## src/design/sound_level_rms_meter_core_macros.svh

```systemverilog
// Assertion macros for the sound level meter. They expect clk_i and rst_ni in scope.
`ifndef SOUND_LEVEL_RMS_METER_CORE_MACROS_SVH
`define SOUND_LEVEL_RMS_METER_CORE_MACROS_SVH
`ifndef SYNTHESIS
`define SRM_ASSERT(label, prop) \
  label: assert property (@(posedge clk_i) disable iff (!rst_ni) prop) \
    else $error("srm: property violated");
`define SRM_ASSERT_NEVER(label, expr) \
  label: assert property (@(posedge clk_i) disable iff (!rst_ni) !(expr)) \
    else $error("srm: forbidden condition seen");
`else
`define SRM_ASSERT(label, prop)
`define SRM_ASSERT_NEVER(label, expr)
`endif
`endif

```

## src/design/srm_pkg.sv

```systemverilog
`timescale 1ns / 1ps
package srm_pkg;

  localparam int unsigned SAMPLE_W  = 32;
  localparam int unsigned X_W       = 22;
  localparam int unsigned Y_W       = 23;
  localparam int unsigned SQ_W      = 44;
  localparam int unsigned RMS_W     = 29;
  localparam int unsigned MEAN_W    = 2 * RMS_W;
  localparam int unsigned SPL_W     = 16;
  localparam int unsigned V_W       = 38;
  localparam int unsigned E_W       = 6;
  localparam int unsigned MANT_W    = 31;
  localparam int unsigned FRAC_W    = 16;
  localparam int unsigned L2_W      = E_W + FRAC_W;
  localparam int unsigned DBP_W     = 50;
  localparam int unsigned QUEUE_DEPTH = 2;

  localparam int unsigned CFG_DATA_W = 16;
  localparam int unsigned CFG_IDX_W  = 2;

  localparam logic [4:0]  ALIGN_RESET  = 5'd11;
  localparam logic [3:0]  DC_RESET     = 4'd8;
  localparam logic [15:0] WINDOW_RESET = 16'd22050;
  localparam logic [15:0] OFFSET_RESET = 16'd14955;

  // About 1e-6 of full scale, in units of 2^-31.
  localparam logic [V_W-1:0] EPS_TERM = V_W'(2147);
  // 256 * 20 * log10(2) in Q16.
  localparam logic [26:0] DB_PER_LOG2 = 27'd101008905;

  typedef enum logic [CFG_IDX_W-1:0] {
    CFG_ALIGN_SHIFT,
    CFG_DC_SHIFT,
    CFG_WINDOW_LENGTH,
    CFG_SPL_OFFSET
  } cfg_idx_e;

  typedef struct packed {
    logic full;
    logic empty;
  } srm_q_status_t;

  typedef struct packed {
    logic busy;
    logic pop;
  } srm_back_status_t;

endpackage

```

## src/design/srm_front.sv

```systemverilog
`timescale 1ns / 1ps
module srm_front import srm_pkg::*; #(
  parameter int unsigned COUNT_WIDTH = 16,
  parameter int unsigned ACC_WIDTH   = 64
) (
  input  logic                       clk_i,
  input  logic                       rst_ni,
  input  logic                       advance_i,
  input  logic                       in_valid_i,
  input  logic signed [SAMPLE_W-1:0] sample_word_i,
  input  logic [4:0]                 align_shift_i,
  input  logic [3:0]                 dc_shift_i,
  input  logic [15:0]                window_length_i,
  output logic                       push_o,
  output logic [ACC_WIDTH-1:0]       push_sum_o,
  output logic [COUNT_WIDTH:0]       push_n_o
);

  logic                  v1_q, v2_q, v3_q;
  logic signed [X_W-1:0] x1_q, x2_q, dc_q;
  logic [SQ_W-1:0]       sq3_q;
  logic [ACC_WIDTH-1:0]  sum_q;
  logic [COUNT_WIDTH-1:0] count_q;

  logic signed [SAMPLE_W-1:0] shifted;
  logic                       ovf_hi, ovf_lo;
  logic signed [X_W-1:0]      x_sat;
  logic signed [Y_W-1:0]      diff, step, dc_sum, y;
  logic signed [2*Y_W-1:0]    sq_full;
  logic [ACC_WIDTH:0]         sum_ext;
  logic [ACC_WIDTH-1:0]       sum_new;
  logic [COUNT_WIDTH:0]       cnt1, win;
  logic [31:0]                wl32, lim32, win32;
  logic                       done;

  always_comb begin
    shifted = sample_word_i >>> align_shift_i;
    ovf_hi  = !shifted[SAMPLE_W-1] && (shifted[SAMPLE_W-2:X_W-1] != '0);
    ovf_lo  = shifted[SAMPLE_W-1] && (shifted[SAMPLE_W-2:X_W-1] != '1);
    if (ovf_hi) begin
      x_sat = {1'b0, {(X_W-1){1'b1}}};
    end else if (ovf_lo) begin
      x_sat = {1'b1, {(X_W-1){1'b0}}};
    end else begin
      x_sat = shifted[X_W-1:0];
    end

    diff   = {x1_q[X_W-1], x1_q} - {dc_q[X_W-1], dc_q};
    step   = diff >>> dc_shift_i;
    dc_sum = {dc_q[X_W-1], dc_q} + step;

    y       = {x2_q[X_W-1], x2_q} - {dc_q[X_W-1], dc_q};
    sq_full = y * y;

    sum_ext = {1'b0, sum_q} + {{(ACC_WIDTH + 1 - SQ_W){1'b0}}, sq3_q};
    sum_new = sum_ext[ACC_WIDTH] ? '1 : sum_ext[ACC_WIDTH-1:0];

    wl32  = 32'(window_length_i);
    lim32 = 32'(1) << COUNT_WIDTH;
    if (wl32 == 32'd0) begin
      win32 = 32'd1;
    end else if (wl32 > lim32) begin
      win32 = lim32;
    end else begin
      win32 = wl32;
    end
    win  = win32[COUNT_WIDTH:0];
    cnt1 = {1'b0, count_q} + (COUNT_WIDTH+1)'(1);
    done = cnt1 >= win;
  end

  assign push_o     = advance_i && v3_q && done;
  assign push_sum_o = sum_new;
  assign push_n_o   = win;

  always_ff @(posedge clk_i or negedge rst_ni) begin
    if (!rst_ni) begin
      v1_q    <= 1'b0;
      v2_q    <= 1'b0;
      v3_q    <= 1'b0;
      x1_q    <= '0;
      x2_q    <= '0;
      dc_q    <= '0;
      sq3_q   <= '0;
      sum_q   <= '0;
      count_q <= '0;
    end else if (advance_i) begin
      v1_q <= in_valid_i;
      x1_q <= x_sat;
      v2_q <= v1_q;
      x2_q <= x1_q;
      if (v1_q) begin
        dc_q <= dc_sum[X_W-1:0];
      end
      v3_q  <= v2_q;
      sq3_q <= sq_full[SQ_W-1:0];
      if (v3_q) begin
        if (done) begin
          sum_q   <= '0;
          count_q <= '0;
        end else begin
          sum_q   <= sum_new;
          count_q <= cnt1[COUNT_WIDTH-1:0];
        end
      end
    end
  end

endmodule

```

## config.mk

```make
export PLATFORM = sky130hd
export DESIGN_NAME = srm_front
export DESIGN_NICKNAME = d
export VERILOG_FILES = /design/src/design/sound_level_rms_meter_core_macros.svh /design/src/design/srm_pkg.sv /design/src/design/srm_front.sv
export SDC_FILE = /design/constraint.sdc
export NUM_CORES = 2
export LEC_CHECK = 0
export ABC_AREA = 1
export BUFFER_PORTS_ARGS = -buffer_cell sky130_fd_sc_hd__buf_2
export CORE_MARGIN = 2
export CORE_UTILIZATION = 43
export DETAILED_ROUTE_END_ITERATION = 7
export GPL_TIMING_DRIVEN = 1
export PLACE_DENSITY_LB_ADDON = 0.1
export SLEW_MARGIN = 20
export SYNTH_ARGS = -nofsm -noshare
export SYNTH_HDL_FRONTEND = slang
export SYNTH_SLANG_ARGS = --single-unit
```

## constraint.sdc

```tcl
create_clock -name clk_i -period 11.1 [get_ports clk_i]
set_clock_uncertainty 0.2 [all_clocks]
set_input_delay 0.555 -clock clk_i [delete_from_list [all_inputs] [get_ports clk_i]]
set_output_delay 0.555 -clock clk_i [all_outputs]
set_load 0.01 [all_outputs]
```

==> impl_metrics.env <==
export IMPL_cts_buffer_depth=2
export IMPL_coreArea_sq_mm=0.08068
export IMPL_ys_types=59
export IMPL_cts_setup_buffers=0
export IMPL_antenna_found_initial=0
export IMPL_rsz0062_at_grt="no"
export IMPL_die_x_microns=289.7
export IMPL_dr_pass1_iters=5
export IMPL_synth_edff_count=0
export IMPL_gp_congestion=0.9366
export IMPL_route_detailed_wl_per_inst_microns=18.20
export IMPL_critPathBufInv=5
export IMPL_fin_crit_sh=0.9237
export IMPL_netlist_instances=4783
export IMPL_cp_common_cell="fa_1"
export IMPL_antenna_cells=0
export IMPL_layout_drive_gt1_share=0.06005
export IMPL_ioPinCount=143
export IMPL_critPathMaxFanout=15
export IMPL_hp_class="primary input to register"
export IMPL_yosysSeqAreaShare=0.1368
export IMPL_finalCriticalPeriod_ns=10.25
export IMPL_dpl_hpwl_microns=89050
export IMPL_status="complete, no violations"
export IMPL_cts_root_buf="clkbuf_16"
export IMPL_crit_path_top_delay_cell="xor2_2"
export IMPL_max_stage_delay_ns=0.82
export IMPL_timing_hold_violations_final=0
export IMPL_grt_max_degree=76
export IMPL_path_delay_family="adder cells"
export IMPL_drt_iter0_markers=1910
export IMPL_path_clk_slew_ns=0.08
export IMPL_rows=104
export IMPL_numCtsBuffers=17
export IMPL_area_delta_synth_final_pct=6.486
export IMPL_htree_num_levels=4
export IMPL_critical_path_arrival_ns=10.44
export IMPL_numClockSinks=192
export IMPL_via_per_inst=5.176
export IMPL_yosysTopAreaCellShare=0.2840
export IMPL_postCtsHoldBufs=1
export IMPL_num_vias=30567
export IMPL_ant_nets=0
export IMPL_cp_end_kind="register"
export IMPL_dieArea_sq_mm=0.08395
export IMPL_setup_viol=0
export IMPL_initial_core_util=0.4352
export IMPL_startpoint_type="register"
export IMPL_fillers=8419
export IMPL_port_buffers=141
export IMPL_wl_microns=107500
export IMPL_fin_nets=5640
export IMPL_drv_slew=0
export IMPL_synth_seq_cells=192
export IMPL_tightestPinTransition_ns=1.035
export IMPL_tritoncts="built"
export IMPL_maxSlewHeadroom=0.3097
export IMPL_drc=0
export IMPL_avgSynthCellArea_sq_um=7.341
export IMPL_cts_resized=0
export IMPL_cp_required_ns=11.28
export IMPL_yosys_area_top_type="fa_1"
export IMPL_ys_flop_type="dfrtp_1"
export IMPL_grt_pass1_vias=31339
export IMPL_grt_overflow_total=0
export IMPL_criticalPathCategory="register to register"
export IMPL_die_y_microns=289.7
export IMPL_grt_pass1_wl_microns=172900
export IMPL_maxCapViolations=0
export IMPL_setup_tns_ns=0
export IMPL_synth_area_leaders="fa_1 28%, dfrtp_1 14%, nand2_1 12%"
export IMPL_synth_async_sr_flop_share=1.000
export IMPL_yosys_warnings=0
export IMPL_insertion_delay_ns=0.48
export IMPL_grt_use_total=0.2648
export IMPL_syn_area_sq_mm=0.03511
export IMPL_fmax_ghz=0.09754
==> placed cells by master (no fill, tap or decap), types with 43 or more instances in the layout <==
cell        n
nand2_1  1131
inv_1     949
fa_1      498
nor2_1    404
ha_1      248
o21ai_0   243
nand3_1   236
dfrtp_1   192
a21oi_1   189
buf_2     139
xor2_1     67
a31oi_1    56
xnor2_1    45
or2_2      43
==> flip-flops by register name (all words and copies together) (netlist names) <==
register / count
count_q: 16
v1_q: 1
v3_q: 1
sq3_q: 43
x1_q: 22
v2_q: 1
dc_q: 22
sum_q: 64
x2_q: 22
==> Yosys cell counts, types with 14 or more instances <==
library cell     n
a21o_1          27
a21oi_1        189
a22o_1          33
a31oi_1         56
buf_2           23
clkbuf_1        98
dfrtp_1        192
fa_1           498
ha_1           248
inv_1          949
nand2_1       1132
nand3_1        236
nand4_1         41
nor2_1         404
nor3_1          30
nor4_1          20
o21a_1          14
o21ai_0        243
o21ai_1         14
o21bai_1        27
o22ai_1         14
or2_2           43
xnor2_1         46
xor2_1          67
==> cell families after synthesis <==
logic type      share of synthesized area
simple gates                       0.2291
fa+ha+maj                          0.3723
flops                              0.1368
xor+xnor                          0.02865
other cells                     0.0001068
mux                              0.002851
compound gates                     0.1093
buf+inv                            0.1208
==> layer usage <==
metal	share of wire	GRT usage	vias up
met4	0.026	0.06808	0
met2	0.48	0.4529	741
met5	0	0	-
met3	0.043	0.02104	120
li1	-	-	14946
met1	0.45	0.3627	14760
==> final timing paths <==
kind / from / end / slack, ns / cells after the start
min in group asynchronous: rst_ni / sq3_q[5] / 0.49 / 2
worst max register to register: dc_q[0] / sq3_q[42] / 0.85 / 28
worst min register to register: v2_q / v2_q / 0.28 / 2
worst max-delay path: dc_q[0] / sq3_q[42] / 0.85 / 28
worst min-delay path: in_valid_i / v1_q / 0.14 / 3
max in group asynchronous: rst_ni / x2_q[19] / 8.13 / 4
==> area by class of cell <==
cell class	count	area, sq um	area share
Multi-Input combinational cell	3482	26080	0.6975
Inverter	969	3640	0.09735
Timing Repair Buffer	171	944.7	0.02527
Tap cell	1060	1326	0.03547
Clock inverter	14	156.4	0.004183
Sequential cell	192	4805	0.1285
Clock buffer	18	439.2	0.01175
==> metrics by stage <==
stage | instance area, sq um | setup WS, ns | cells | util | hold slack (ns)
2_1_floorplan | 35110 | 2.967 | 4784 | - | 0.05941
3_3_place_gp | 36780 | 1.227 | 5873 | 0.4559 | 0.2551
3_5_place_dp | 36780 | 1.034 | 5873 | 0.4559 | 0.2596
4_1_cts | 37390 | 0.9603 | 5906 | 0.4634 | 0.1304
5_1_grt | 37390 | 0.3094 | 5906 | 0.4634 | 0.1494
6_report | 37390 | 0.8474 | 5906 | 0.4634 | 0.1354
==> worst register-to-register path, delay by kind of cell, from the launching register on <==
family,cells,cell delay [ns]
fa+ha+maj,10,4.80
simple gates,10,2.28
xor+xnor,1,0.82
flops,1,0.43
buf+inv,5,1.25
compound gates,2,0.39
Power is left out: the tool's default activity adds up to more than one toggle a clock period on the data nets, which glitch-free logic cannot reach.
