==> src/design/sound_level_rms_meter_core_macros.svh <==
// Assertion macros for the sound level meter. They expect clk_i and rst_ni in scope.
`ifndef SOUND_LEVEL_RMS_METER_CORE_MACROS_SVH
`define SOUND_LEVEL_RMS_METER_CORE_MACROS_SVH
`ifndef SYNTHESIS
`define SRM_ASSERT(label, prop) \
  label: assert property (@(posedge clk_i) disable iff (!rst_ni) prop) \
    else $error("srm: property violated");
`define SRM_ASSERT_NEVER(label, expr) \
  label: assert property (@(posedge clk_i) disable iff (!rst_ni) !(expr)) \
    else $error("srm: forbidden condition seen");
`else
`define SRM_ASSERT(label, prop)
`define SRM_ASSERT_NEVER(label, expr)
`endif
`endif

==> src/design/srm_pkg.sv <==
`timescale 1ns / 1ps
package srm_pkg;

  localparam int unsigned SAMPLE_W  = 32;
  localparam int unsigned X_W       = 22;
  localparam int unsigned Y_W       = 23;
  localparam int unsigned SQ_W      = 44;
  localparam int unsigned RMS_W     = 29;
  localparam int unsigned MEAN_W    = 2 * RMS_W;
  localparam int unsigned SPL_W     = 16;
  localparam int unsigned V_W       = 38;
  localparam int unsigned E_W       = 6;
  localparam int unsigned MANT_W    = 31;
  localparam int unsigned FRAC_W    = 16;
  localparam int unsigned L2_W      = E_W + FRAC_W;
  localparam int unsigned DBP_W     = 50;
  localparam int unsigned QUEUE_DEPTH = 2;

  localparam int unsigned CFG_DATA_W = 16;
  localparam int unsigned CFG_IDX_W  = 2;

  localparam logic [4:0]  ALIGN_RESET  = 5'd11;
  localparam logic [3:0]  DC_RESET     = 4'd8;
  localparam logic [15:0] WINDOW_RESET = 16'd22050;
  localparam logic [15:0] OFFSET_RESET = 16'd14955;

  // About 1e-6 of full scale, in units of 2^-31.
  localparam logic [V_W-1:0] EPS_TERM = V_W'(2147);
  // 256 * 20 * log10(2) in Q16.
  localparam logic [26:0] DB_PER_LOG2 = 27'd101008905;

  typedef enum logic [CFG_IDX_W-1:0] {
    CFG_ALIGN_SHIFT,
    CFG_DC_SHIFT,
    CFG_WINDOW_LENGTH,
    CFG_SPL_OFFSET
  } cfg_idx_e;

  typedef struct packed {
    logic full;
    logic empty;
  } srm_q_status_t;

  typedef struct packed {
    logic busy;
    logic pop;
  } srm_back_status_t;

endpackage

==> src/design/srm_back.sv <==
`timescale 1ns / 1ps
module srm_back import srm_pkg::*; #(
  parameter int unsigned COUNT_WIDTH = 16,
  parameter int unsigned ACC_WIDTH   = 64
) (
  input  logic                    clk_i,
  input  logic                    rst_ni,
  input  logic                    q_valid_i,
  input  logic [ACC_WIDTH-1:0]    q_sum_i,
  input  logic [COUNT_WIDTH:0]    q_n_i,
  input  logic signed [15:0]      spl_offset_i,
  input  logic                    out_ready_i,
  output logic                    out_valid_o,
  output logic [RMS_W-1:0]        out_rms_o,
  output logic signed [SPL_W-1:0] out_spl_o,
  output srm_back_status_t        status_o
);

  localparam int unsigned DVD_W = ACC_WIDTH + 16;
  localparam int unsigned REM_W = COUNT_WIDTH + 2;
  localparam int unsigned CNT_W = $clog2(DVD_W);

  typedef enum logic [3:0] {
    S_IDLE, S_DIV, S_SQRT, S_NORM, S_LOG_MUL, S_LOG_SQ, S_DB_MUL, S_DB_ADD, S_DONE
  } state_e;

  state_e                   state_q;
  logic [CNT_W-1:0]         cnt_q;
  logic [DVD_W-1:0]         dvd_q;
  logic [REM_W-1:0]         rem_q;
  logic [COUNT_WIDTH:0]     n_q;
  logic                     sat_q;
  logic [MEAN_W-1:0]        num_q, res_q, bit_q;
  logic [RMS_W-1:0]         rms_q;
  logic [V_W-1:0]           v_q;
  logic [E_W-1:0]           e_q;
  logic [MANT_W-1:0]        m_q;
  logic [2*MANT_W-1:0]      prod_q;
  logic [FRAC_W-1:0]        frac_q;
  logic signed [DBP_W-1:0]  dbp_q;
  logic signed [SPL_W-1:0]  spl_q;
  logic                     out_valid_q;
  logic [RMS_W-1:0]         out_rms_q;
  logic signed [SPL_W-1:0]  out_spl_q;

  logic [REM_W-1:0]         rem_sh;
  logic                     q_bit;
  logic [MEAN_W:0]          trial;
  logic [31:0]              sq_top;
  logic signed [E_W:0]      e_rel;
  logic signed [L2_W-1:0]   l2;
  logic signed [DBP_W-1:0]  dbp_d, db_round;
  logic signed [17:0]       db_q18;
  logic signed [18:0]       db_sum;
  logic signed [SPL_W-1:0]  db_sat;
  logic                     slot_free;

  always_comb begin
    rem_sh = {rem_q[REM_W-2:0], dvd_q[DVD_W-1]};
    q_bit  = rem_sh >= {1'b0, n_q};
    trial  = {1'b0, res_q} + {1'b0, bit_q};
    sq_top = prod_q[2*MANT_W-1:30];
    e_rel  = $signed({1'b0, e_q}) - (E_W+1)'(31);
    l2     = {e_rel[E_W-1:0], frac_q};
    dbp_d  = l2 * $signed({1'b0, DB_PER_LOG2});
    db_round = dbp_q + DBP_W'(64'h8000_0000);
    db_q18 = db_round[DBP_W-1:32];
    db_sum = {db_q18[17], db_q18} + {{3{spl_offset_i[15]}}, spl_offset_i};
    if (db_sum[18:15] == 4'b0000 || db_sum[18:15] == 4'b1111) begin
      db_sat = db_sum[SPL_W-1:0];
    end else if (db_sum[18]) begin
      db_sat = {1'b1, {(SPL_W-1){1'b0}}};
    end else begin
      db_sat = {1'b0, {(SPL_W-1){1'b1}}};
    end
    slot_free = !out_valid_q || out_ready_i;
  end

  assign status_o.busy = state_q != S_IDLE;
  assign status_o.pop  = (state_q == S_IDLE) && q_valid_i;
  assign out_valid_o   = out_valid_q;
  assign out_rms_o     = out_rms_q;
  assign out_spl_o     = out_spl_q;

  always_ff @(posedge clk_i or negedge rst_ni) begin
    if (!rst_ni) begin
      state_q     <= S_IDLE;
      cnt_q       <= '0;
      dvd_q       <= '0;
      rem_q       <= '0;
      n_q         <= '0;
      sat_q       <= 1'b0;
      num_q       <= '0;
      res_q       <= '0;
      bit_q       <= '0;
      rms_q       <= '0;
      v_q         <= '0;
      e_q         <= '0;
      m_q         <= '0;
      prod_q      <= '0;
      frac_q      <= '0;
      dbp_q       <= '0;
      spl_q       <= '0;
      out_valid_q <= 1'b0;
      out_rms_q   <= '0;
      out_spl_q   <= '0;
    end else begin
      if (out_valid_q && out_ready_i) begin
        out_valid_q <= 1'b0;
      end
      case (state_q)
        S_IDLE: begin
          if (q_valid_i) begin
            dvd_q   <= {q_sum_i, 16'b0};
            n_q     <= q_n_i;
            rem_q   <= '0;
            cnt_q   <= CNT_W'(DVD_W - 1);
            state_q <= S_DIV;
          end
        end
        S_DIV: begin
          rem_q <= q_bit ? rem_sh - {1'b0, n_q} : rem_sh;
          dvd_q <= {dvd_q[DVD_W-2:0], q_bit};
          if (cnt_q == '0) begin
            state_q <= S_SQRT;
            cnt_q   <= CNT_W'(RMS_W - 1);
            sat_q   <= 1'b0;
            num_q   <= {dvd_q[MEAN_W-2:0], q_bit};
            res_q   <= '0;
            bit_q   <= MEAN_W'(1) << (MEAN_W - 2);
            if (dvd_q[DVD_W-2:MEAN_W-1] != '0) begin
              sat_q <= 1'b1;
            end
          end else begin
            cnt_q <= cnt_q - CNT_W'(1);
          end
        end
        S_SQRT: begin
          if ({1'b0, num_q} >= trial) begin
            num_q <= num_q - trial[MEAN_W-1:0];
            res_q <= (res_q >> 1) + bit_q;
          end else begin
            res_q <= res_q >> 1;
          end
          bit_q <= bit_q >> 2;
          if (cnt_q == '0) begin
            state_q <= S_NORM;
          end else begin
            cnt_q <= cnt_q - CNT_W'(1);
          end
        end
        S_NORM: begin
          if (v_q == '0) begin
            rms_q <= sat_q ? '1 : res_q[RMS_W-1:0];
            v_q   <= {(sat_q ? {RMS_W{1'b1}} : res_q[RMS_W-1:0]), 8'b0} + EPS_TERM;
            e_q   <= E_W'(V_W - 1);
          end else if (!v_q[V_W-1]) begin
            v_q <= v_q << 1;
            e_q <= e_q - E_W'(1);
          end else begin
            m_q     <= v_q[V_W-1:V_W-MANT_W];
            frac_q  <= '0;
            cnt_q   <= CNT_W'(FRAC_W - 1);
            state_q <= S_LOG_MUL;
          end
        end
        S_LOG_MUL: begin
          prod_q  <= m_q * m_q;
          state_q <= S_LOG_SQ;
        end
        S_LOG_SQ: begin
          frac_q <= {frac_q[FRAC_W-2:0], sq_top[31]};
          m_q    <= sq_top[31] ? sq_top[31:1] : sq_top[30:0];
          if (cnt_q == '0) begin
            state_q <= S_DB_MUL;
          end else begin
            cnt_q   <= cnt_q - CNT_W'(1);
            state_q <= S_LOG_MUL;
          end
        end
        S_DB_MUL: begin
          dbp_q   <= dbp_d;
          v_q     <= '0;
          state_q <= S_DB_ADD;
        end
        S_DB_ADD: begin
          spl_q   <= db_sat;
          state_q <= S_DONE;
        end
        S_DONE: begin
          if (slot_free) begin
            out_valid_q <= 1'b1;
            out_rms_q   <= rms_q;
            out_spl_q   <= spl_q;
            state_q     <= S_IDLE;
          end
        end
        default: begin
          state_q <= S_IDLE;
        end
      endcase
    end
  end

endmodule

==> config.mk <==
export PLATFORM = sky130hd
export DESIGN_NAME = srm_back
export DESIGN_NICKNAME = d
export VERILOG_FILES = /design/src/design/sound_level_rms_meter_core_macros.svh /design/src/design/srm_pkg.sv /design/src/design/srm_back.sv
export SDC_FILE = /design/constraint.sdc
export NUM_CORES = 2
export LEC_CHECK = 0
export BUFFER_PORTS_ARGS = -buffer_cell sky130_fd_sc_hd__buf_2
export CORE_ASPECT_RATIO = 0.75
export CORE_MARGIN = 2
export CORE_UTILIZATION = 45
export CTS_CLUSTER_DIAMETER = 120
export DETAILED_ROUTE_END_ITERATION = 8
export HOLD_SLACK_MARGIN = 0.1
export PLACE_DENSITY = 0.71
export SYNTH_ARGS = -nofsm -noshare
export SYNTH_HDL_FRONTEND = slang
export SYNTH_SLANG_ARGS = --single-unit
==> constraint.sdc <==
create_clock -name clk_i -period 9 [get_ports clk_i]
set_clock_uncertainty 0.05 [all_clocks]
set_input_delay 1.8 -clock clk_i [delete_from_list [all_inputs] [get_ports clk_i]]
set_output_delay 1.8 -clock clk_i [all_outputs]
set_load 0.005 [all_outputs]
==> impl_metrics.py <==
metrics = {
    "run_status": {
        "status": "completed",
    },
    "sta": {
        "rsz0062_at_grt": "no",
        "worstMarginPinSlew_ns": 1.18,
        "whs_ns": 0.420,
        "post-route-period-util_pct": 93.7,
        "max_freq_mhz": 119,
        "maxSlewHeadroom_pct": 21.5,
        "setup_tns_ns": 0,
        "slew_violations": 0,
        "final_hold_viol_count": 0,
        "fin_crit_ns": 8.44,
        "setup_viol": 0,
    },
    "critical_path": {
        "worstSetupPathType": "reg -> reg",
        "start_kind": "flop",
        "worst_ep_arrival_time_ns": 8.90,
        "endpoint_kind": "flop",
        "cp_max_fo": 11,
        "critPathRequiredTime_ns": 9.46,
        "rr_worst_depth": 27,
    },
    "cts": {
        "cts_max_path_buffers": 3,
        "cts_sinks": 504,
        "clk_latency_ns": 0.69,
        "cts_root_buf": "clkbuf_16",
        "ctsHoldBuffers": 0,
        "clkTransAtPathRegs_ns": 0.07,
        "cts_setup_buffers": 0,
        "cts_made_buffers": 61,
        "tritoncts": "yes",
        "htree_num_levels": 2,
    },
    "place": {
        "numPortBuffers": 148,
        "place.gp.congestion": 0.957,
        "hpwl_mm": 144,
    },
    "logic_synthesis": {
        "ys_ff_latch": 504,
        "synth_cell_type_count": 89,
        "ys_seq_area_share_pct": 19.5,
        "synthMuxAreaShare_pct": 1.58,
        "ys.flop_type": "dfrtp_1",
        "synth_top_family_by_area": "adder cells",
        "netlist_area_um2": 64700,
        "ys_async_sr_fraction_pct": 100,
        "syn_inst": 7191,
        "synth_nets": 8844,
        "ys_warn_count": 0,
        "synth-edff-count": 0,
        "yosys.area_share.simple_pct": 13.6,
        "synth_compound_area_share_pct": 12.1,
        "synth_adder_area_share_pct": 40.2,
        "synth_xor_area_share_pct": 4.09,
        "syn_avg_cell_area_um2": 9.00,
    },
    "die": {
        "start_util_pct": 45.3,
        "top_level_ports": 149,
        "die_area_um2": 147000,
        "die_x_um": 442,
        "rows": 120,
        "core_um2": 143000,
        "die_h_um": 332,
    },
    "drt": {
        "via_per_inst": 5.51,
        "first_iter_violations": 4324,
        "dr.pass1.iters": 6,
        "ant_nets": 0,
        "routed_wl_mm": 181,
        "vias": 50300,
        "wl_per_cell_um": 19.8,
        "drc_errors": 0,
    },
    "finish": {
        "final_layout_size_suffix_gt1_share_pct": 7.10,
        "area_growth_pct": 7.64,
        "layout_common_cells": "inv_1 (1210), nand2_1 (937), fa_1 (874)",
        "fin_nets": 8838,
        "layout_commonest_cell": "inv_1",
    },
    "global_route": {
        "grt_pass1_vias": 51100,
        "antenna_found_initial": 13,
        "gr-total-overflow": 0,
        "grt.total_usage_pct": 24.9,
        "grt_max_degree": 161,
        "grt_pass1_wl_mm": 291,
    },
    "worst_hold_path": {
        "hold_depth": 2,
        "hold_path.class": "reg -> reg",
    },
    "job": {
        "cap_violations": 0,
    },
}
## final cells by class
class                   count  area [um^2]
fillers                 13300        73100
well taps                1891         2370
repair buffers            242         1520
diodes                      9         22.5
clock buffers              81         1780
flip-flops and latches    504        12600
multi-input cells        5162        46400
inverters                1214         4560
clock inverters            34          377
## worst paths after layout
check | start | end | slack [ns]
min in group asynchronous | rst_ni | dvd_q[49] | 1.05
hold / removal | rms_q[12] | rms_q[12] | 0.42
setup / recovery | m_q[6] | prod_q[59] | 0.56
max in group asynchronous | rst_ni | num_q[18] | 6.27
hold reg to reg | rms_q[12] | rms_q[12] | 0.42
setup reg to reg | m_q[6] | prod_q[59] | 0.56
## routing by layer
layer	GRT usage (%)	vias up	part of all wire, %
li1	-	23200	-
met1	36.8	25000	46
met2	36.7	1792	43
met3	5.16	269	8.3
met4	7.16	12	3.3
met5	0	-	0.055
## per-stage QoR
step                std cells  util (%)  worst slack (ns)  instance area (um^2)
floorplan                7191         -              1.27                 64700
global placement         9013      47.2             0.576                 67400
detailed placement       9013      47.2             0.427                 67400
CTS                      9128      48.7             0.395                 69600
global route             9128      48.8            0.0855                 69600
finish                   9137      48.8             0.563                 69600
## flip-flops by register name (all words and copies together), names as in the netlist, 31 cells and up
register  count
v_q          38
res_q        58
dvd_q        80
m_q          31
num_q        58
prod_q       32
## cell families (layout without fill, tap and decap cells)
group,count (synthesis),in the layout
mux,96,96
compound gates,1271,1271
flops,504,504
other cells,0,9
xor+xnor,302,302
simple gates,1941,1941
fa+ha+maj,1552,1552
buf+inv,1525,1571
## Yosys cell counts, types with 51 or more instances
| master | n | area [um^2] |
|---|---|---|
| nand3_1 | 141 | 706 |
| inv_1 | 1210 | 4540 |
| and2_1 | 215 | 1350 |
| o21ai_0 | 420 | 2100 |
| a31oi_1 | 153 | 957 |
| dfrtp_1 | 504 | 12600 |
| xor2_1 | 135 | 1180 |
| ha_1 | 678 | 8480 |
| nand2_1 | 940 | 3530 |
| clkbuf_1 | 266 | 998 |
| mux2_2 | 51 | 574 |
| fa_1 | 874 | 17500 |
| xnor2_1 | 167 | 1460 |
| nor2_1 | 341 | 1280 |
| a21oi_1 | 300 | 1500 |
| a21o_1 | 104 | 781 |
## worst max-delay path, cell delays in order (launching register included)
cell and delay [ns]:
dfrtp_1 0.54, buf_4 0.28, buf_4 0.22, nand2_1 0.09
fa_1 0.61, inv_1 0.07, fa_1 0.47, fa_1 0.51
inv_1 0.05, fa_1 0.47, inv_1 0.05, fa_1 0.49
fa_1 0.47, fa_1 0.55, fa_1 0.44, ha_1 0.33
a21o_1 0.18, a21oi_1 0.17, o21bai_1 0.11, a2111oi_0 0.45
o21ai_0 0.21, o21bai_2 0.31, o21ai_0 0.15, buf_4 0.18
a221o_1 0.34, a21oi_1 0.25, xor2_1 0.17, o21ai_0 0.08
## repair_timing
item,in CTS,in global routing
gates resized for setup,0,11
endpoints found under the hold margin,0,0
setup endpoints to repair,0,6
Power is not shown: default switching activity piles up to over one toggle a cycle in this logic, so the estimate is an artifact.
