### src/design/sound_level_rms_meter_core_macros.svh
// Assertion macros for the sound level meter. They expect clk_i and rst_ni in scope.
`ifndef SOUND_LEVEL_RMS_METER_CORE_MACROS_SVH
`define SOUND_LEVEL_RMS_METER_CORE_MACROS_SVH
`ifndef SYNTHESIS
`define SRM_ASSERT(label, prop) \
  label: assert property (@(posedge clk_i) disable iff (!rst_ni) prop) \
    else $error("srm: property violated");
`define SRM_ASSERT_NEVER(label, expr) \
  label: assert property (@(posedge clk_i) disable iff (!rst_ni) !(expr)) \
    else $error("srm: forbidden condition seen");
`else
`define SRM_ASSERT(label, prop)
`define SRM_ASSERT_NEVER(label, expr)
`endif
`endif

### src/design/srm_pkg.sv
`timescale 1ns / 1ps
package srm_pkg;

  localparam int unsigned SAMPLE_W  = 32;
  localparam int unsigned X_W       = 22;
  localparam int unsigned Y_W       = 23;
  localparam int unsigned SQ_W      = 44;
  localparam int unsigned RMS_W     = 29;
  localparam int unsigned MEAN_W    = 2 * RMS_W;
  localparam int unsigned SPL_W     = 16;
  localparam int unsigned V_W       = 38;
  localparam int unsigned E_W       = 6;
  localparam int unsigned MANT_W    = 31;
  localparam int unsigned FRAC_W    = 16;
  localparam int unsigned L2_W      = E_W + FRAC_W;
  localparam int unsigned DBP_W     = 50;
  localparam int unsigned QUEUE_DEPTH = 2;

  localparam int unsigned CFG_DATA_W = 16;
  localparam int unsigned CFG_IDX_W  = 2;

  localparam logic [4:0]  ALIGN_RESET  = 5'd11;
  localparam logic [3:0]  DC_RESET     = 4'd8;
  localparam logic [15:0] WINDOW_RESET = 16'd22050;
  localparam logic [15:0] OFFSET_RESET = 16'd14955;

  // About 1e-6 of full scale, in units of 2^-31.
  localparam logic [V_W-1:0] EPS_TERM = V_W'(2147);
  // 256 * 20 * log10(2) in Q16.
  localparam logic [26:0] DB_PER_LOG2 = 27'd101008905;

  typedef enum logic [CFG_IDX_W-1:0] {
    CFG_ALIGN_SHIFT,
    CFG_DC_SHIFT,
    CFG_WINDOW_LENGTH,
    CFG_SPL_OFFSET
  } cfg_idx_e;

  typedef struct packed {
    logic full;
    logic empty;
  } srm_q_status_t;

  typedef struct packed {
    logic busy;
    logic pop;
  } srm_back_status_t;

endpackage

### src/design/srm_queue.sv
`timescale 1ns / 1ps
module srm_queue import srm_pkg::*; #(
  parameter int unsigned COUNT_WIDTH = 16,
  parameter int unsigned ACC_WIDTH   = 64
) (
  input  logic                   clk_i,
  input  logic                   rst_ni,
  input  logic                   push_i,
  input  logic [ACC_WIDTH-1:0]   push_sum_i,
  input  logic [COUNT_WIDTH:0]   push_n_i,
  input  logic                   pop_i,
  output logic [ACC_WIDTH-1:0]   head_sum_o,
  output logic [COUNT_WIDTH:0]   head_n_o,
  output srm_q_status_t          status_o
);

  localparam int unsigned PTR_W = $clog2(QUEUE_DEPTH);
  localparam int unsigned CNT_W = $clog2(QUEUE_DEPTH + 1);

  logic [ACC_WIDTH-1:0] mem_sum_q [QUEUE_DEPTH];
  logic [COUNT_WIDTH:0] mem_n_q [QUEUE_DEPTH];
  logic [PTR_W-1:0]     wr_ptr_q, rd_ptr_q;
  logic [CNT_W-1:0]     fill_q;

  function automatic logic [PTR_W-1:0] next_ptr(input logic [PTR_W-1:0] p);
    next_ptr = (p == PTR_W'(QUEUE_DEPTH - 1)) ? '0 : p + PTR_W'(1);
  endfunction

  assign status_o.full  = fill_q == CNT_W'(QUEUE_DEPTH);
  assign status_o.empty = fill_q == '0;
  assign head_sum_o     = mem_sum_q[rd_ptr_q];
  assign head_n_o       = mem_n_q[rd_ptr_q];

  always_ff @(posedge clk_i) begin
    if (push_i) begin
      mem_sum_q[wr_ptr_q] <= push_sum_i;
      mem_n_q[wr_ptr_q]   <= push_n_i;
    end
  end

  always_ff @(posedge clk_i or negedge rst_ni) begin
    if (!rst_ni) begin
      wr_ptr_q <= '0;
      rd_ptr_q <= '0;
      fill_q   <= '0;
    end else begin
      if (push_i) begin
        wr_ptr_q <= next_ptr(wr_ptr_q);
      end
      if (pop_i) begin
        rd_ptr_q <= next_ptr(rd_ptr_q);
      end
      if (push_i && !pop_i) begin
        fill_q <= fill_q + CNT_W'(1);
      end else if (pop_i && !push_i) begin
        fill_q <= fill_q - CNT_W'(1);
      end
    end
  end

endmodule

### config.mk
export PLATFORM = sky130hd
export DESIGN_NAME = srm_queue
export DESIGN_NICKNAME = d
export VERILOG_FILES = /design/src/design/sound_level_rms_meter_core_macros.svh /design/src/design/srm_pkg.sv /design/src/design/srm_queue.sv
export SDC_FILE = /design/constraint.sdc
export NUM_CORES = 1
export LEC_CHECK = 0
export ABC_AREA = 1
export BUFFER_PORTS_ARGS = -buffer_cell sky130_fd_sc_hd__clkbuf_2
export CORE_MARGIN = 4
export CORE_UTILIZATION = 57
export CTS_BUF_LIST = sky130_fd_sc_hd__clkbuf_8 sky130_fd_sc_hd__clkbuf_16
export CTS_CLUSTER_DIAMETER = 120
export CTS_CLUSTER_SIZE = 10
export DETAILED_ROUTE_END_ITERATION = 8
export GPL_TIMING_DRIVEN = 0
export PLACE_DENSITY = 0.88
export SYNTH_ARGS = -nofsm -noshare
export SYNTH_HDL_FRONTEND = slang
export SYNTH_SLANG_ARGS = --single-unit
export TNS_END_PERCENT = 100
### constraint.sdc
create_clock -name clk_i -period 12.3 [get_ports clk_i]
set_input_delay 0.615 -clock clk_i [delete_from_list [all_inputs] [get_ports clk_i]]
set_output_delay 0.615 -clock clk_i [all_outputs]
set_load 0.02 [all_outputs]
==> flow_summary_export.csv, run 1 <==
group,metric,value,unit
worst_hold_path,hold_path.class,"input pin to flop",
timing,rsz0062_at_grt,"false",
synthesis,synth_xor_area_frac,0.00407,
timing,finalCriticalPeriod,2.26,ns
synthesis,avgSynthCellArea,23.3,µm²
global_route,grt_start_max_net_pins,55,
worst_setup_path,required,11.69,ns
floorplan,ios,168,
place,io_buffers,167,
clock_tree,post-cts-setup-buffers,0,
finish,areaGrowthSynthToFinish,26.9,%
clock_tree,cts_sinks,166,
synthesis,yosys.area_share.adder,0.00194,
finish,drive_gt1_frac,0.602,
pwr,power_density,253,mW/mm²
clock_tree,hold_buffers,1,
worst_setup_path,start_kind,"flop",
detailed_routing,wirelength,10900,µm
timing,fin_setup_tns,0,ns
floorplan,core,0.0109,mm²
synthesis,ys_warn_count,0,
pwr,p_leak,0.00344,µW
clock_tree,clk_path_buf_depth,2,
detailed_routing,final_antenna_net_count,0,
finish,diodes,0,
pwr,ir_drop,0.000136,V
timing,final.setup.worst_slack,10.04,ns
finish,nFillCells,633,
worst_setup_path,path_max_fanout,10,
run,cap_violations,0,
floorplan,row_count,38,
place,place.gp.congestion,0.697,
finish,layout_common_cells,"clkbuf_2 (167), edfxtp_1 (162), mux2_4 (79), clkbuf_16 (17), inv_1 (11)",
timing,finalMaxSlewViolations,0,
synthesis,ys_seq_area_frac,0.770,
global_route,grt_pass1_wl,16800,µm
detailed_routing,drcViolationCount,0,
pwr,power.total,2070,µW
clock_tree,clk_latency,0.41,ns
timing,finalSetupViolations,0,
timing,whs,0.392,ns
clock_tree,clkTransAtPathRegs,0.06,ns
synthesis,synthSimpleGateAreaFrac,0.00640,
global_route,antenna_found_initial,0,
detailed_routing,drtIter0Drc,150,
synthesis,synth_fp_nets,363,
synthesis,synth_cells,277,
timing,max_freq,442,MHz
run_status,status,"finished, final reports clean",
floorplan,initial_core_util,0.590,
worst_setup_path,arrival,1.65,ns
detailed_routing,wl_per_cell,17.7,µm
detailed_routing,vias,3142,
worst_setup_path,cp-end-kind,"output port",
global_route,overflow,0,
global_route,grt_use_total,0.174,
clock_tree,cts_resized,0,
detailed_routing,dr.pass1.iters,4,
place,dp_slack,10.20,ns
floorplan,fp.dieW,114,µm
synthesis,synth.distinct_cells,14,
clock_tree,htreeDepth,4,
place,dp_hpwl,7710,µm
detailed_routing,viasPerCell,5.07,
timing,worstMarginPinSlew,0.770,ns
synthesis,synth_compound_area_frac,0,
synthesis,synthMuxAreaShare,0.187,
timing,finalHoldViolCount,0,
floorplan,die_y,114,µm
finish,multi_input_area,0.00130,mm²
clock_tree,cts_tree,"built",
finish,final_common_cell,"clkbuf_2",
timing,skew,0.00694,ns
synthesis,syn_area,0.00645,mm²
worst_setup_path,path_class,"flop to output port",
global_route,grt_pass1_vias,3360,
finish,fin_nets,553,
timing,slew_headroom,0.486,
clock_tree,clockRootBuffer,"clkbuf_16",
synthesis,synth_seq_cells,166,
finish,layout.area.seq,0.00496,mm²
floorplan,die_area,0.0131,mm²
synthesis,synth_top_family_by_area,"multiplexers",
timing,fin_crit_sh,0.184,
clock_tree,cts_buffers,17,
stage by stage:
step	utilization	instance area (µm²)	instances
finish	0.748	8180	620
global route	0.748	8180	620
CTS	0.748	8180	620
detailed placement	0.689	7540	587
global placement	0.682	7460	584
floorplan	-	6450	277
logic make-up (layout without fill, tap and decap cells):
group / count (synthesis) / count (layout)
mux: 81 / 81
xor+xnor: 3 / 3
flops: 166 / 166
simple gates: 10 / 10
fa+ha+maj: 1 / 1
buf+inv: 16 / 219
final cells by class:
| cell class | instances | share of cell area |
|---|---|---|
| clock buffers | 18 | 0.0537 |
| multi-input cells | 95 | 0.158 |
| flip-flops and latches | 166 | 0.607 |
| inverters | 7 | 0.00352 |
| clock inverters | 14 | 0.0238 |
| well taps | 140 | 0.0214 |
| plain buffers | 9 | 0.0209 |
| repair buffers | 171 | 0.112 |
cell usage after synthesis:
master,count,area share
xnor2_1,1,0.0014
xor2_1,2,0.0027
buf_6,1,0.0017
ha_1,1,0.0019
dfrtp_1,4,0.016
mux2_2,2,0.0035
nand4_1,1,0.00097
edfxtp_1,162,0.75
nand3_1,1,0.00078
mux2_4,79,0.18
buf_12,8,0.025
inv_1,7,0.0041
nor2_1,3,0.0017
nand2_1,5,0.0029
worst max-delay path: stages (launching register included):
cell	delay, ns
dfrtp_1	0.34
buf_6	0.23
buf_12	0.19
mux2_4	0.31
clkbuf_2	0.17
registers in the layout, indices dropped and copies added, names as in the netlist:
name and flops:
rd_ptr_q 1, wr_ptr_q 1, mem_n_q 34, mem_sum_q 128, fill_q 2
metal layers:
| layer | part of all wire | GRT usage | vias to the layer above |
|---|---|---|---|
| met5 | 0 | 0 | - |
| met3 | 0.082 | 0.0645 | 17 |
| met2 | 0.52 | 0.302 | 125 |
| li1 | - | - | 1469 |
| met1 | 0.38 | 0.196 | 1531 |
| met4 | 0.014 | 0.0657 | 0 |
where the power goes:
group          switching (µW)  total, µW  internal (µW)  leakage (µW)
registers                30.8        781            751       0.00157
logic                     390        731            341       0.00154
clock network             195        557            362      0.000326
total                     616       2070           1450       0.00344
worst paths after layout:
| path | slack, ns | depth (start not counted) | end | startpoint |
|---|---|---|---|---|
| min in group asynchronous | 0.56 | 2 | fill_q[0] | rst_ni |
| worst min-delay path | 0.39 | 1 | mem_sum_q[0][7] | push_sum_i[7] |
| worst min register to register | 0.51 | 2 | fill_q[1] | fill_q[1] |
| max in group asynchronous | 11.60 | 2 | wr_ptr_q | rst_ni |
| worst max-delay path | 10.04 | 4 | head_sum_o[34] | rd_ptr_q |
| worst max register to register | 10.62 | 2 | mem_n_q[0][5] | wr_ptr_q |
(Power assumes the default switching activity.)
==> run 2, diff against run 1 <==
Settings changed: ABC_AREA 1 to 0, CORE_UTILIZATION 57 to 47, PLACE_DENSITY 0.88 to 0.78.
Clock period 12.3 ns to 1.88 ns, I/O delays scaled along.
==> flow_summary_export.csv, run 2 <==
group,metric,value,unit
run_status,status,"finished, final reports clean",
finish,final_common_cell,"clkbuf_2",
worst_setup_path,reg2regPathDepth,2,
timing,finalMaxSlewViolations,0,
clock_tree,htreeDepth,4,
floorplan,initial_core_util,0.484,
timing,worstMarginPinSlew,0.527,ns
synthesis,synth_top_family_by_area,"multiplexers",
synthesis,synth_flop_cell,"edfxtp_1",
finish,drive_gt1_frac,0.522,
timing,final.setup.worst_slack,0.139,ns
synthesis,synth_compound_area_frac,0,
floorplan,fp.dieW,125,µm
synthesis,synthArstFlopShare,0.0241,
finish,fin_nets,628,
finish,reg_top3,"mem_sum_q x128, mem_n_q x34, fill_q x2",
floorplan,core,0.0133,mm²
detailed_routing,wirelength,12000,µm
timing,finalCriticalPeriod,1.74,ns
timing,finalHoldViolCount,0,
place,dp_hpwl,7500,µm
timing,max_freq,574,MHz
synthesis,syn_area,0.00643,mm²
synthesis,synth_area_leaders,"edfxtp_1 (76%), mux2_4 (18%), buf_12 (2.5%)",
pwr,power.total,13500,µW
finish,layout_common_cells,"clkbuf_2 (167), edfxtp_1 (162), dlygate4sd3_1 (84), mux2_4 (79), clkbuf_16 (17)",
finish,fin_cells,730,
synthesis,synth_common_cells,"edfxtp_1 (162), mux2_4 (79), buf_12 (8)",
place,dp_slack,0.237,ns
worst_setup_path,cp-end-kind,"output port",
worst_setup_path,start_kind,"flop",
synthesis,synth.distinct_cells,13,
global_route,grt_pass1_vias,3754,
finish,largest_reg_flops,128,
finish,areaGrowthSynthToFinish,40.4,%
finish,top_register,"mem_sum_q",
synthesis,synthSimpleGateAreaFrac,0.00409,
pwr,power_density,1500,mW/mm²
detailed_routing,vias,3418,
synthesis,yosysTopAreaCellShare,0.756,
synthesis,yosys.area_share.adder,0.00195,
timing,skew,0.00636,ns
synthesis,synth_seq_cells,166,
worst_setup_path,cp_cell_sequence,"buf_6 > buf_12 > mux2_4 > clkbuf_2",
worst_setup_path,cpMaxStageDelayCell,"dfrtp_1",
worst_setup_path,arrival,1.65,ns
timing,fin_crit_sh,0.926,
synthesis,avgSynthCellArea,24.0,µm²
detailed_routing,final_antenna_net_count,0,
timing,finalSetupViolations,0,
detailed_routing,wl_per_cell,16.4,µm
timing,whs,0.0381,ns
floorplan,die_area,0.0156,mm²
clock_tree,clk_latency,0.41,ns
synthesis,synth_cells,268,
synthesis,ys_seq_area_frac,0.772,
worst_setup_path,path_max_fanout,10,
detailed_routing,drtIter0Drc,176,
worst_hold_path,hold_path.class,"input pin to asynchronous set/reset pin",
place,place_inst,615,
floorplan,ios,168,
synthesis,synthMuxAreaShare,0.188,
worst_setup_path,cp_slowest_stage_delay,0.34,ns
clock_tree,clockRootBuffer,"clkbuf_16",
global_route,grt_pass1_wl,19600,µm
timing,slew_headroom,0.649,
floorplan,die_y,125,µm
pwr,ir_drop,0.000998,V
synthesis,ys_warn_count,0,
clock_tree,clk_path_buf_depth,2,
clock_tree,cts_sinks,166,
finish,final_core_util,0.679,
pwr,p_leak,0.00374,µW
worst_setup_path,path_class,"flop to output port",
global_route,grt_start_max_net_pins,47,
worst_setup_path,required,1.79,ns
floorplan,row_count,42,
finish,diodes,0,
run,cap_violations,0,
detailed_routing,drcViolationCount,0,
timing,rsz0062_at_grt,"false",
synthesis,synth-edff-count,162,
global_route,grt_use_total,0.162,
global_route,antenna_found_initial,0,
synthesis,synth_fp_nets,354,
place,place.gp.congestion,0.694,
detailed_routing,dr.pass1.iters,4,
clock_tree,post-cts-setup-buffers,0,
clock_tree,cts_buffers,17,
place,io_buffers,167,
synthesis,yosysMostFrequentCell,"edfxtp_1",
synthesis,yosys.area.top_type,"edfxtp_1",
clock_tree,cts_tree,"built",
synthesis,synth_xor_area_frac,0.00681,
clock_tree,clkTransAtPathRegs,0.06,ns
global_route,overflow,0,
detailed_routing,viasPerCell,4.68,
==> run 2: logic make-up after synthesis <==
| kind of cell | count (synthesis) |
|---|---|
| fa+ha+maj | 1 |
| flops | 166 |
| buf+inv | 10 |
| xor+xnor | 5 |
| simple gates | 5 |
| mux | 81 |
==> run 2: power by group <==
part	internal (µW)	total (µW)	switching (µW)
Combinational	2380	4970	2590
Clock	2180	3450	1270
Sequential	4910	5120	206
Total	9470	13500	4060
==> run 2: cell type report <==
| class | instances | area, µm² |
|---|---|---|
| buffer | 9 | 171 |
| clock buffer | 17 | 425 |
| clock inverter | 14 | 169 |
| fill | 882 | 4270 |
| inverter | 1 | 3.75 |
| multi-input combinational | 92 | 1300 |
| sequential | 166 | 4960 |
| tap | 176 | 220 |
| timing repair buffer | 255 | 1770 |
==> run 2: what timing repair did <==
item / CTS / global route
resized for setup: 0 / 0
hold buffers: 84 / 0
endpoints found under the hold margin: 168 / 0
==> run 2: metrics by stage <==
stage / cell area (µm²) / setup TNS [ns]
2_1_floorplan: 6440 / -13.69
3_3_place_gp: 7500 / -104.21
3_5_place_dp: 7590 / 0
4_1_cts: 9030 / 0
5_1_grt: 9030 / 0
6_report: 9030 / 0
==> run 2: path summary, 6_finish.rpt <==
path	from	to	slack, ns
worst max-delay path	rd_ptr_q	head_sum_o[35]	0.14
worst min-delay path	rst_ni	fill_q[1]	0.04
worst max register to register	wr_ptr_q	mem_sum_q[1][53]	0.28
worst min register to register	wr_ptr_q	wr_ptr_q	0.55
max in group asynchronous	rst_ni	rd_ptr_q	1.71
min in group clk_i	push_sum_i[51]	mem_sum_q[0][51]	0.41
==> run 2: worst max-delay path, delay by kind of cell (launching register included) <==
kind,cells,cell delay [ns]
buffers and inverters,3,0.58
DFF,1,0.34
muxes,1,0.31
==> run 2: per-layer routing <==
metal  share of wire  wire, µm  vias to the layer above  track usage
met3           0.067       799                       21       0.0482
met4           0.022       264                        0       0.0682
li1                -         -                     1609            -
met2            0.53      6400                      121        0.288
met5               0         0                        -            0
met1            0.38      4530                     1667        0.181
==> run 3, diff against run 2 <==
Settings changed: REMOVE_ABC_BUFFERS set to 1.
==> flow_summary_export.csv, run 3 (synthesis gave the netlist of run 2 again) <==
group,metric,value,unit
worst_setup_path,cp_slowest_stage_delay,0.50,ns
pwr,p_leak,0.00370,µW
finish,layout_common_cells,"clkbuf_2 (167), edfxtp_1 (162), dlygate4sd3_1 (86), mux2_4 (80), clkbuf_16 (17)",
place,place.gp.congestion,0.692,
worst_setup_path,start_kind,"flop",
finish,reg_top3,"mem_sum_q x128, mem_n_q x34, fill_q x2",
detailed_routing,drcViolationCount,0,
worst_setup_path,cp-end-kind,"output port",
detailed_routing,final_antenna_net_count,0,
pwr,sw_frac_of_total,0.303,
finish,fin_nets,625,
finish,drive_gt1_frac,0.514,
worst_hold_path,hold_path.class,"input pin to flop",
clock_tree,clockRootBuffer,"clkbuf_16",
timing,worstMarginPinSlew,0.822,ns
finish,nFillCells,881,
timing,fin_crit_sh,0.967,
clock_tree,cts_tree,"built",
clock_tree,cts_buffers,17,
timing,skew,0.00787,ns
global_route,antenna_found_initial,0,
clock_tree,htreeDepth,4,
finish,design_area,0.00895,mm²
worst_setup_path,critPathTopFamily,"flip-flops",
global_route,grt_pass1_wl,19500,µm
global_route,grt_use_total,0.160,
worst_setup_path,required,1.79,ns
run_status,status,"finished, final reports clean",
timing,finalMaxSlewViolations,0,
finish,largest_reg_flops,128,
global_route,grt_pass1_vias,3843,
pwr,seqPwrFrac,0.386,
worst_setup_path,arrival,1.72,ns
detailed_routing,wl_per_cell,16.8,µm
pwr,switchingPower,4030,µW
clock_tree,clk_latency,0.42,ns
timing,max_freq,550,MHz
finish,final_common_cell,"clkbuf_2",
finish,final_core_util,0.673,
floorplan,core,0.0133,mm²
floorplan,ios,168,
detailed_routing,viasPerCell,4.68,
detailed_routing,drtIter0Drc,189,
detailed_routing,vias,3407,
timing,slew_headroom,0.449,
finish,areaGrowthSynthToFinish,39.2,%
finish,top_register,"mem_sum_q",
place,dp_hpwl,7260,µm
pwr,p_int,9280,µW
global_route,overflow,0,
timing,rsz0062_at_grt,"false",
clock_tree,cts_sinks,166,
timing,finalHoldViolCount,0,
worst_setup_path,cp_cell_sequence,"buf_4 > buf_12 > mux2_4 > clkbuf_2",
floorplan,row_count,42,
place,io_buffers,167,
detailed_routing,wirelength,12200,µm
timing,finalSetupViolations,0,
place,post_dp_cell_area,0.00743,mm²
clock_tree,clkTransAtPathRegs,0.07,ns
worst_setup_path,path_buf_inv,3,
pwr,p_comb_frac,0.354,
detailed_routing,dr.pass1.iters,4,
worst_setup_path,path_max_fanout,17,
run,cap_violations,0,
pwr,power_density,1490,mW/mm²
worst_setup_path,cpMaxStageDelayCell,"dfrtp_4",
finish,diodes,0,
global_route,grt_start_max_net_pins,52,
worst_setup_path,path_class,"flop to output port",
timing,finalCriticalPeriod,1.82,ns
floorplan,die_y,125,µm
pwr,ir_drop,0.00112,V
floorplan,initial_core_util,0.484,
clock_tree,clk_path_buf_depth,2,
pwr,power_frac_clock,0.260,
floorplan,fp.dieW,125,µm
floorplan,die_area,0.0156,mm²
run 3: worst reg2reg max path, delay by kind of cell (launching register included):
family	cells	cell delay, ns
flip-flops	1	0.46
AND/OR/NAND/NOR	1	0.50
buffers and inverters	2	0.49
run 3: path summary, 6_finish.rpt:
check,from,to,slack (ns),cells after the start
max reg2reg,wr_ptr_q,mem_sum_q[0][38],0.12,3
max,rd_ptr_q,head_sum_o[39],0.06,4
min reg2reg,fill_q[1],fill_q[1],0.53,1
min in group asynchronous,rst_ni,wr_ptr_q,0.54,3
min,push_n_i[5],mem_n_q[0][5],0.40,2
max in group asynchronous,rst_ni,rd_ptr_q,0.56,4
run 3: area by class of cell:
class                           instances  area (µm²)  share of cell area
Tap cell                              176         220              0.0246
Clock buffer                           17         425              0.0475
Multi-Input combinational cell         93        1310               0.147
Inverter                                1        3.75            0.000419
Clock inverter                         15         171              0.0192
Timing Repair Buffer                  260        1850               0.206
Sequential cell                       166        4970               0.555
run 3: timing repair:
action                                  4_1_cts  5_1_grt
gates resized for setup                       0        1
cloned                                        1        0
endpoints found under the setup margin      107        1
hold endpoints to repair                    168        0
setup buffers                                 3        0
hold buffers                                 86        0
run 3: metrics by stage:
stage / power (µW) / setup WS, ns / TNS, ns / hold WS, ns / instances
floorplan: 7890 / -2.64 / -418.05 / -0.202 / 259
global placement: 8160 / -4.67 / -754.97 / -0.0987 / 602
detailed placement: 9700 / -0.188 / -4.47 / -0.0895 / 606
CTS: 13400 / 0.0397 / 0 / 0.380 / 728
global route: 13900 / 0.00520 / 0 / 0.394 / 728
finish: 13300 / 0.0615 / 0 / 0.402 / 728
run 3: metal layers:
| metal | share of wire | GRT usage | vias up |
|---|---|---|---|
| met5 | 0 | 0 | - |
| met4 | 0.020 | 0.0619 | 0 |
| met3 | 0.058 | 0.0499 | 18 |
| met2 | 0.54 | 0.288 | 117 |
| met1 | 0.39 | 0.178 | 1671 |
| li1 | - | - | 1601 |
run 3: power by group through the flow:
stage | clock, µW | sequential, µW | combinational, µW
6_report | 3460 | 5140 | 4710
4_1_cts | 3520 | 5140 | 4770
2_1_floorplan | 0 | 5440 | 2450
5_1_grt | 3710 | 5200 | 4990
3_5_place_dp | 0 | 5410 | 4280
3_3_place_gp | 0 | 5370 | 2790
